[config.mk]
export PLATFORM = sky130hd
export DESIGN_NAME = c_array_text_to_bytes
export DESIGN_NICKNAME = d
export VERILOG_FILES = /design/src/sv/ctb_pkg.sv /design/src/sv/ctb_decoder.sv /design/src/sv/c_array_text_to_bytes.sv
export SDC_FILE = /design/constraint.sdc
export NUM_CORES = 1
export LEC_CHECK = 0
export BUFFER_PORTS_ARGS = -buffer_cell sky130_fd_sc_hd__clkbuf_2
export CORE_ASPECT_RATIO = 0.5
export CORE_MARGIN = 1.5
export CORE_UTILIZATION = 55
export DETAILED_ROUTE_END_ITERATION = 16
export PLACE_DENSITY_LB_ADDON = 0.12
export SYNTH_ARGS = -nofsm -noshare
export SYNTH_HDL_FRONTEND = slang
export SYNTH_HIERARCHICAL = 1
export SYNTH_SLANG_ARGS = --single-unit
[constraint.sdc]
create_clock -name clk -period 3.06 [get_ports clk]
set_input_delay 0.306 -clock clk [delete_from_list [all_inputs] [get_ports clk]]
set_output_delay 0.306 -clock clk [all_outputs]
set_load 0.01 [all_outputs]
[src/sv/ctb_pkg.sv]
package ctb_pkg;

  localparam logic [7:0] ChLbrace = 8'h7B;
  localparam logic [7:0] ChXLower = 8'h78;
  localparam logic [7:0] ChXUpper = 8'h58;
  localparam logic [7:0] ChZero   = 8'h30;
  localparam logic [7:0] ChNine   = 8'h39;
  localparam logic [7:0] ChALower = 8'h61;
  localparam logic [7:0] ChFLower = 8'h66;
  localparam logic [7:0] ChAUpper = 8'h41;
  localparam logic [7:0] ChFUpper = 8'h46;
  localparam logic [3:0] HexTen   = 4'd10;

  localparam logic [2:0] PosFirst  = 3'd0;
  localparam logic [2:0] PosSecond = 3'd1;
  localparam logic [2:0] PosThird  = 3'd2;
  localparam logic [2:0] PosFourth = 3'd3;
  localparam logic [2:0] PosMax    = 3'd7;

  typedef struct packed {
    logic [2:0] pos;
    logic       first_zero;
    logic       hex_prefix;
    logic [3:0] hi;
    logic [3:0] lo;
    logic       lo_present;
    logic [7:0] acc;
    logic       dec_stopped;
  } ctb_run_t;

  typedef struct packed {
    logic       emit;
    logic [7:0] value;
  } ctb_result_t;

  typedef struct packed {
    logic inside_body;
    logic run_open;
  } ctb_status_t;

  // {valid, digit value}
  function automatic logic [4:0] hex_digit(input logic [7:0] c);
    logic [7:0] d;
    logic [4:0] res;
    res = '0;
    if (c >= ChZero && c <= ChNine) begin
      d = c - ChZero;
      res = {1'b1, d[3:0]};
    end else if (c >= ChALower && c <= ChFLower) begin
      d = c - ChALower;
      res = {1'b1, d[3:0] + HexTen};
    end else if (c >= ChAUpper && c <= ChFUpper) begin
      d = c - ChAUpper;
      res = {1'b1, d[3:0] + HexTen};
    end
    return res;
  endfunction

  function automatic logic [7:0] run_value(input ctb_run_t r);
    logic [7:0] res;
    res = r.acc;
    if (r.hex_prefix) begin
      if (r.pos > PosFourth && r.lo_present) begin
        res = {r.hi, r.lo};
      end else if (r.pos > PosThird) begin
        res = {4'd0, r.hi};
      end else begin
        res = '0;
      end
    end
    return res;
  endfunction

endpackage

[src/sv/ctb_decoder.sv]
module ctb_decoder import ctb_pkg::*; (
  input  logic        clk,
  input  logic        rst_n,
  input  logic        accept,
  input  logic [7:0]  text_char,
  input  logic        end_of_text,
  output ctb_result_t result,
  output ctb_status_t status
);

  logic       body_r, body_nxt;
  ctb_run_t   run_r, run_nxt, added;
  logic [4:0] hd;
  logic       is_run, is_dec;
  logic [7:0] dec_digit;

  always_comb begin
    hd        = hex_digit(text_char);
    is_run    = hd[4] || text_char == ChXLower || text_char == ChXUpper;
    is_dec    = text_char >= ChZero && text_char <= ChNine;
    dec_digit = text_char - ChZero;

    added = run_r;
    case (run_r.pos)
      PosFirst:  added.first_zero = (text_char == ChZero);
      PosSecond: added.hex_prefix = run_r.first_zero &&
                                    (text_char == ChXLower || text_char == ChXUpper);
      PosThird:  added.hi = hd[3:0];
      PosFourth: begin
        added.lo         = hd[3:0];
        added.lo_present = hd[4];
      end
      default: ;
    endcase
    if (!run_r.dec_stopped) begin
      if (is_dec) begin
        added.acc = {run_r.acc[4:0], 3'b000} + {run_r.acc[6:0], 1'b0} + dec_digit;
      end else begin
        added.dec_stopped = 1'b1;
      end
    end
    if (run_r.pos != PosMax) begin
      added.pos = run_r.pos + 3'd1;
    end
  end

  always_comb begin
    body_nxt = body_r;
    run_nxt  = run_r;
    result   = '0;
    if (!body_r) begin
      if (text_char == ChLbrace) begin
        body_nxt = 1'b1;
      end
    end else if (is_run) begin
      run_nxt = added;
    end else if (run_r.pos != PosFirst) begin
      result.emit  = 1'b1;
      result.value = run_value(run_r);
      run_nxt      = '0;
    end
    if (end_of_text) begin
      if (!result.emit && run_nxt.pos != PosFirst) begin
        result.emit  = 1'b1;
        result.value = run_value(run_nxt);
      end
      body_nxt = 1'b0;
      run_nxt  = '0;
    end
  end

  always_ff @(posedge clk) begin
    if (!rst_n) begin
      body_r <= 1'b0;
      run_r  <= '0;
    end else if (accept) begin
      body_r <= body_nxt;
      run_r  <= run_nxt;
    end
  end

  assign status.inside_body = body_r;
  assign status.run_open    = (run_r.pos != PosFirst);

endmodule

[src/sv/c_array_text_to_bytes.sv]
// Channel  Direction  Ports                                      Payload
// in_      slave      in_tvalid in_tready in_tdata in_tlast      text_char, end_of_text
// out_     master     out_tvalid out_tready out_tdata            byte_value
//
// One item per cycle unless stalled; a byte appears the cycle after its run closes.
// Run state sits in one register set, updated by the decoder in a single pass.
// Reset (rst_n low, synchronous) clears the brace flag, the run and out_tvalid.
// A held output stalls input only while out_tready is low.
module c_array_text_to_bytes import ctb_pkg::*; (
  input  logic       clk,
  input  logic       rst_n,
  input  logic       in_tvalid,
  output logic       in_tready,
  input  logic [7:0] in_tdata,   // [7:0] text_char
  input  logic       in_tlast,
  output logic       out_tvalid,
  input  logic       out_tready,
  output logic [7:0] out_tdata   // [7:0] byte_value
);

  logic        in_acc;
  ctb_result_t res;
  ctb_status_t st;
  logic        out_valid_r;
  logic [7:0]  out_data_r;

  assign in_tready = !out_valid_r || out_tready;
  assign in_acc    = in_tvalid && in_tready;

  ctb_decoder u_dec (
    .clk         (clk),
    .rst_n       (rst_n),
    .accept      (in_acc),
    .text_char   (in_tdata),
    .end_of_text (in_tlast),
    .result      (res),
    .status      (st)
  );

  always_ff @(posedge clk) begin
    if (!rst_n) begin
      out_valid_r <= 1'b0;
    end else if (in_acc) begin
      out_valid_r <= res.emit;
    end else if (out_tready) begin
      out_valid_r <= 1'b0;
    end
  end

  always_ff @(posedge clk) begin
    if (in_acc && res.emit) begin
      out_data_r <= res.value;
    end
  end

  assign out_tvalid = out_valid_r;
  assign out_tdata  = out_data_r;

  a_ready_when_empty: assert property (@(posedge clk) disable iff (!rst_n)
    !out_valid_r |-> in_tready)
    else $error("input stalled with empty output");

  a_last_clears: assert property (@(posedge clk) disable iff (!rst_n)
    in_acc && in_tlast |=> !st.inside_body && !st.run_open)
    else $error("state not cleared after last item");

  a_search_silent: assert property (@(posedge clk) disable iff (!rst_n)
    in_acc && !st.inside_body |=> !out_valid_r)
    else $error("byte emitted during brace search");

  a_run_in_body: assert property (@(posedge clk) disable iff (!rst_n)
    st.run_open |-> st.inside_body)
    else $error("run open outside body");

endmodule

# After elaboration in Yosys (flattened, before gate mapping)
# Index checks and enable logic that the tools add are counted.
op_classes:
  add_sub_neg: 8
  mul: 0
  div_mod_pow: 0
  n_lt_le_gt_ge: 10
  n_eq_ne: 9
  shift: 0
  mux: 31
  n_bitwise: 0
  reduce_logical: 23
op_table:
  columns: ["operator", "count"]
  rows:
  - ["two-way mux 23 bit", 4]
  - ["two-way mux 9 bit", 6]
  - ["two-way mux 8 bit", 5]
  - ["equality test 8 x 7 -> 1 bit, second input constant", 3]
  - ["two-way mux 5 bit", 4]
  - ["adder 8 bit", 2]
  - [">= comparator 8 x 7 -> 1 bit, second input constant", 2]
  - ["<= comparator 8 x 7 -> 1 bit, second input constant", 2]
  - ["> comparator 3 x 2 -> 1 bit, second input constant", 4]
  - ["two-way mux 4 bit", 3]
  - ["logical AND 1 bit", 9]
  - ["nonzero test 3 bit", 3]
  - ["adder 4 bit, second input constant", 2]
  - ["equality test 8 x 6 -> 1 bit, second input constant", 1]
  - [">= comparator 8 x 6 -> 1 bit, second input constant", 1]
  - ["<= comparator 8 x 6 -> 1 bit, second input constant", 1]
  - ["two-way mux 1 bit", 8]
  - ["subtractor 4 x 1 -> 4 bit, second input constant", 2]
  - ["subtractor 8 x 6 -> 8 bit, second input constant", 1]
  - ["equality test 3 x 2 -> 1 bit, second input constant", 2]
  - ["inequality test 3 bit, second input constant", 2]
  - ["logical OR 1 bit", 4]
  - ["AND reduction 4 bit", 1]
  - ["nonzero test 2 bit", 2]
  - ["other kinds (6)", 7]
word_totals:
  reg_bits: 33
  latch_bits: 0
  ram_bits: 0
  rom_bits: 0
  inputBits: 13
  mem_count: 0

# Logic depth before layout (Yosys ltp)
depth:
  word_depth: 16
  mapped_depth: 12

# Hierarchy
# Netlist, hierarchy kept.
by_module_without_submodules:
  columns: ["module", "n_inst", "cells_each", "area_per_inst_um2", "seq_area_each_um2"]
  rows:
  - ["ctb_decoder", 1, 363, 2811.4, 480.5]
  - ["c_array_text_to_bytes", 1, 14, 311.5, 260.2]

# Worst setup path after synthesis
# Ideal clock, no wire load.
synth_timing:
  path_type: "in2reg"
  start: "input in_tdata[4]"
  end: "register out_data_r[0] (netlist: out_tdata[0]) (enable)"
  setup_ns: 0.317
  arrival_ns: 2.558
  slack_ns: 0.184
  cell_stages: 12
  n_path_buf: 2
  path_cell_list: "ha_1 buf_2 a221o_1 a221o_1 o21ai_2 buf_6 nor2_1 a21oi_1 o31ai_2 nand2_1 nand2_1 nor2b_4"
synth_rtl:
  columns: ["element", "line_no", "rtl"]
  rows:
  - ["start, declared", "c_array_text_to_bytes.sv:14", "input logic [7:0] in_tdata,"]
  - ["end signal, assigned", "c_array_text_to_bytes.sv:52", "out_data_r <= res.value;"]
  - ["end, declared", "c_array_text_to_bytes.sv:25", "logic [7:0] out_data_r;"]

==> reports/qor.txt <==
YOSYS
----------------------------------------------------------------------------------------------------
Synth warnings ........................................................................            6
Gate count after technology mapping ...................................................          376
Mean Syn Cell Area ....................................................................    8.29 um^2
Post-synth net total ..................................................................          414
Post-synthesis cell area ..............................................................    3120 um^2

SETUP PATH
----------------------------------------------------------------------------------------------------
Critical path data required time ......................................................      3.07 ns
Arrival time reported for the critical path endpoint ..................................      3.04 ns
Origin of the worst setup path ........................................................ u_dec/run_r[20]$_SDFFE_PN0P_
Crit. path cell count .................................................................           10
Maximum net fanout on the critical path ...............................................           10
Top delay family on crit path ......................................................... compound AO/OA/AOI/OAI gates
Crit start category ...................................................................     register
Endpoint kind of the worst setup timing path ..........................................     register
Critical path buffer and inverter count ...............................................            3
CP cell instances ..................................................................... inv_1 > ha_1 > nor2b_1 > inv_1 > o2111ai_2 > or2_1 > a32o_1 > a2111oi_1 > buf_4 > o32ai_1
R2r worst-path depth ..................................................................           10
Stage delay of the slowest cell on the critical path ..................................      0.52 ns
Critical path endpoint ................................................................ out_tdata[1]$_DFFE_PP_
Slowest stage cell on the critical path ............................................... sky130_fd_sc_hd__a2111oi_1
Type of the setup path with the least slack ...........................................   reg -> reg
Worst r2r dst ......................................................................... out_tdata[1]$_DFFE_PP_
Startpoint of the worst-slack reg-to-reg timing path .................................. u_dec/run_r[20]$_SDFFE_PN0P_
Worst setup slack for register-to-register paths ......................................      0.03 ns
Most frequent cell on the critical path ............................................... sky130_fd_sc_hd__inv_1

PLACED DESIGN
----------------------------------------------------------------------------------------------------
Final weighted congestion in routability-driven placement .............................        0.968
Count of buffers inserted at the top-level ports ......................................           22
HPWL after DPL ........................................................................      7570 um

FLOORPLANNING
----------------------------------------------------------------------------------------------------
Vertical extent of the die ............................................................      56.2 um
Chip width ............................................................................       109 um
Starting utilization of the core area .................................................        0.570
Core area .............................................................................    5470 um^2
Total Die Area ........................................................................    6150 um^2
Cell Rows .............................................................................           19
Number of top-level pins ..............................................................           23

DRT
----------------------------------------------------------------------------------------------------
Routed len/inst .......................................................................      19.5 um
Detailed-route via count ..............................................................         3213
Via density ...........................................................................         6.34
Length of the first detailed-routing pass in iterations ...............................            5
Final wirelength ......................................................................      9900 um
Number of nets still failing antenna checks after routing .............................            0
DRC viols .............................................................................            0
Number of DRC violations after detailed-routing iteration 0 ...........................          377

STA
----------------------------------------------------------------------------------------------------
Final hold slack ......................................................................     0.320 ns
Summed negative setup slack over all endpoints ........................................         0 ns
Worst Skew ............................................................................   0.00492 ns
Max-slew headroom at the worst pin ....................................................        0.583
Slew Viols, Final .....................................................................            0
Worst slew pin tran ...................................................................     0.625 ns
Min Tclk post-route ...................................................................      3.03 ns
Number of endpoints failing setup at the final stage ..................................            0
Hold Fails Final Rpt ..................................................................            0
Top achievable clock speed ............................................................      330 MHz
Period Utilization, post-route ........................................................        0.990

LAYOUT
----------------------------------------------------------------------------------------------------
Relative area change from synthesis to final layout ...................................        20.1%
Leading cell type in the layout, fill and taps excluded ............................... sky130_fd_sc_hd__buf_4
Fraction of layout cells with a size suffix above 1 ...................................        0.228
Final layout net count ................................................................          471
Final core utilization ................................................................        0.684
Inserted Diodes .......................................................................            0
Most used cells in the layout excluding fill and tap cells ............................ sky130_fd_sc_hd__buf_4, sky130_fd_sc_hd__dfxtp_1, sky130_fd_sc_hd__inv_1, sky130_fd_sc_hd__nor2b_1, sky130_fd_sc_hd__nand2_1

PWR
----------------------------------------------------------------------------------------------------
Worst vdd rail ir drop ................................................................     0.312 mV
Overall power consumption .............................................................    0.00115 W
Leakage power .........................................................................      1.48 nW
Cell Pwr Density ......................................................................  308 nW/um^2

MIN PATH
----------------------------------------------------------------------------------------------------
WHS Path Cells ........................................................................            3
Worst min path class ..................................................................    in -> reg

GLOBAL ROUTE
----------------------------------------------------------------------------------------------------
Total global-route track usage ........................................................        0.335
Layer carrying the most global-route usage ............................................         met1
Total gr overflow .....................................................................            0
Met2 demand-to-capacity share in global routing .......................................        0.462
Maximum number of pins on one net before global-route repair ..........................           28
Global routing usage on met1 ..........................................................        0.520
Via count of the first global-routing pass ............................................         2887
M3 GR Usage ...........................................................................       0.0796
Initial antenna violation count .......................................................            0
Wire length of the first global-routing pass ..........................................     15400 um

CTS
----------------------------------------------------------------------------------------------------
Clock tree from TritonCTS .............................................................        built
Maximum buffer depth of the clock tree ................................................            2
Clock latency of the later-clocked register in the worst-skew pair ....................      0.28 ns
Number of sinks handled by clock tree synthesis .......................................           33
Root cell of the clock tree ........................................................... sky130_fd_sc_hd__clkbuf_16
Number of buffers created by CTS ......................................................            5
Clock-pin slew reported for the worst setup and hold paths after clock tree synthesis .      0.05 ns
Post-CTS setup-driven buffer insertion count ..........................................            0
H-tree lvl count ......................................................................            2

RUN
----------------------------------------------------------------------------------------------------
Max-capacitance violation count .......................................................            0

OUTCOME
----------------------------------------------------------------------------------------------------
Run status ............................................................................ finished, final reports clean

layer usage:
metal	wire, um	share of wire
met5	0	0
met4	106	0.011
met3	983	0.099
met2	3970	0.40
met1	4840	0.49
flip-flops by register name (all words and copies together) (netlist names):
signal        count
u_dec/run_r      23
out_tdata         8
out_tvalid        1
u_dec/body_r      1
per-stage QoR:
stage / worst slack [ns] / cell area [um^2] / std cells
after floorplan: 0.184 / 3120 / 376
after global placement: -0.0240 / 3570 / 499
final: 0.0293 / 3740 / 507
after detailed placement: -0.122 / 3570 / 499
after global routing: -0.142 / 3740 / 507
after CTS: 0.0485 / 3730 / 507
tightest hold or removal path: stages:
cell and delay [ns]:
sky130_fd_sc_hd__clkbuf_2 0.08, sky130_fd_sc_hd__nand2b_4 0.13, sky130_fd_sc_hd__a21boi_2 0.04
how the worst min path moves through the flow:
stage                                             from                           end  slack, ns
after floorplan                                  rst_n   u_dec/run_r[5]$_SDFFE_PN0P_       0.43
after global placement    u_dec/run_r[19]$_SDFFE_PN0P_  u_dec/run_r[19]$_SDFFE_PN0P_       0.45
after global routing                        out_tready       out_tvalid$_SDFFE_PN0P_       0.32
final                                       out_tready       out_tvalid$_SDFFE_PN0P_       0.32
after detailed placement  u_dec/run_r[19]$_SDFFE_PN0P_  u_dec/run_r[19]$_SDFFE_PN0P_       0.45
after CTS                                   out_tready       out_tvalid$_SDFFE_PN0P_       0.32
cell type report:
| class | count | area, um^2 |
|---|---|---|
| Tap cell | 73 | 91.3 |
| Inverter | 26 | 97.6 |
| Multi-Input combinational cell | 298 | 2190 |
| Fill cell | 472 | 1730 |
| Timing Repair Buffer | 69 | 463 |
| Sequential cell | 33 | 741 |
| Clock inverter | 2 | 33.8 |
| Clock buffer | 6 | 129 |
power breakdown:
| group | switching [W] | internal [W] | leakage [nW] | total [W] |
|---|---|---|---|---|
| clock network | 0.000186 | 0.000381 | 0.0785 | 0.000567 |
| registers | 0.0000000180 | 0.000445 | 0.281 | 0.000445 |
| logic | 0.0000852 | 0.0000551 | 1.12 | 0.000140 |
repair_timing:
item | 4_1_cts | 5_1_grt
resized for setup | 0 | 4
hold buffers | 0 | 0
endpoints found under the setup margin | 0 | 3
Note: power is estimated with default switching activity, not from simulation.
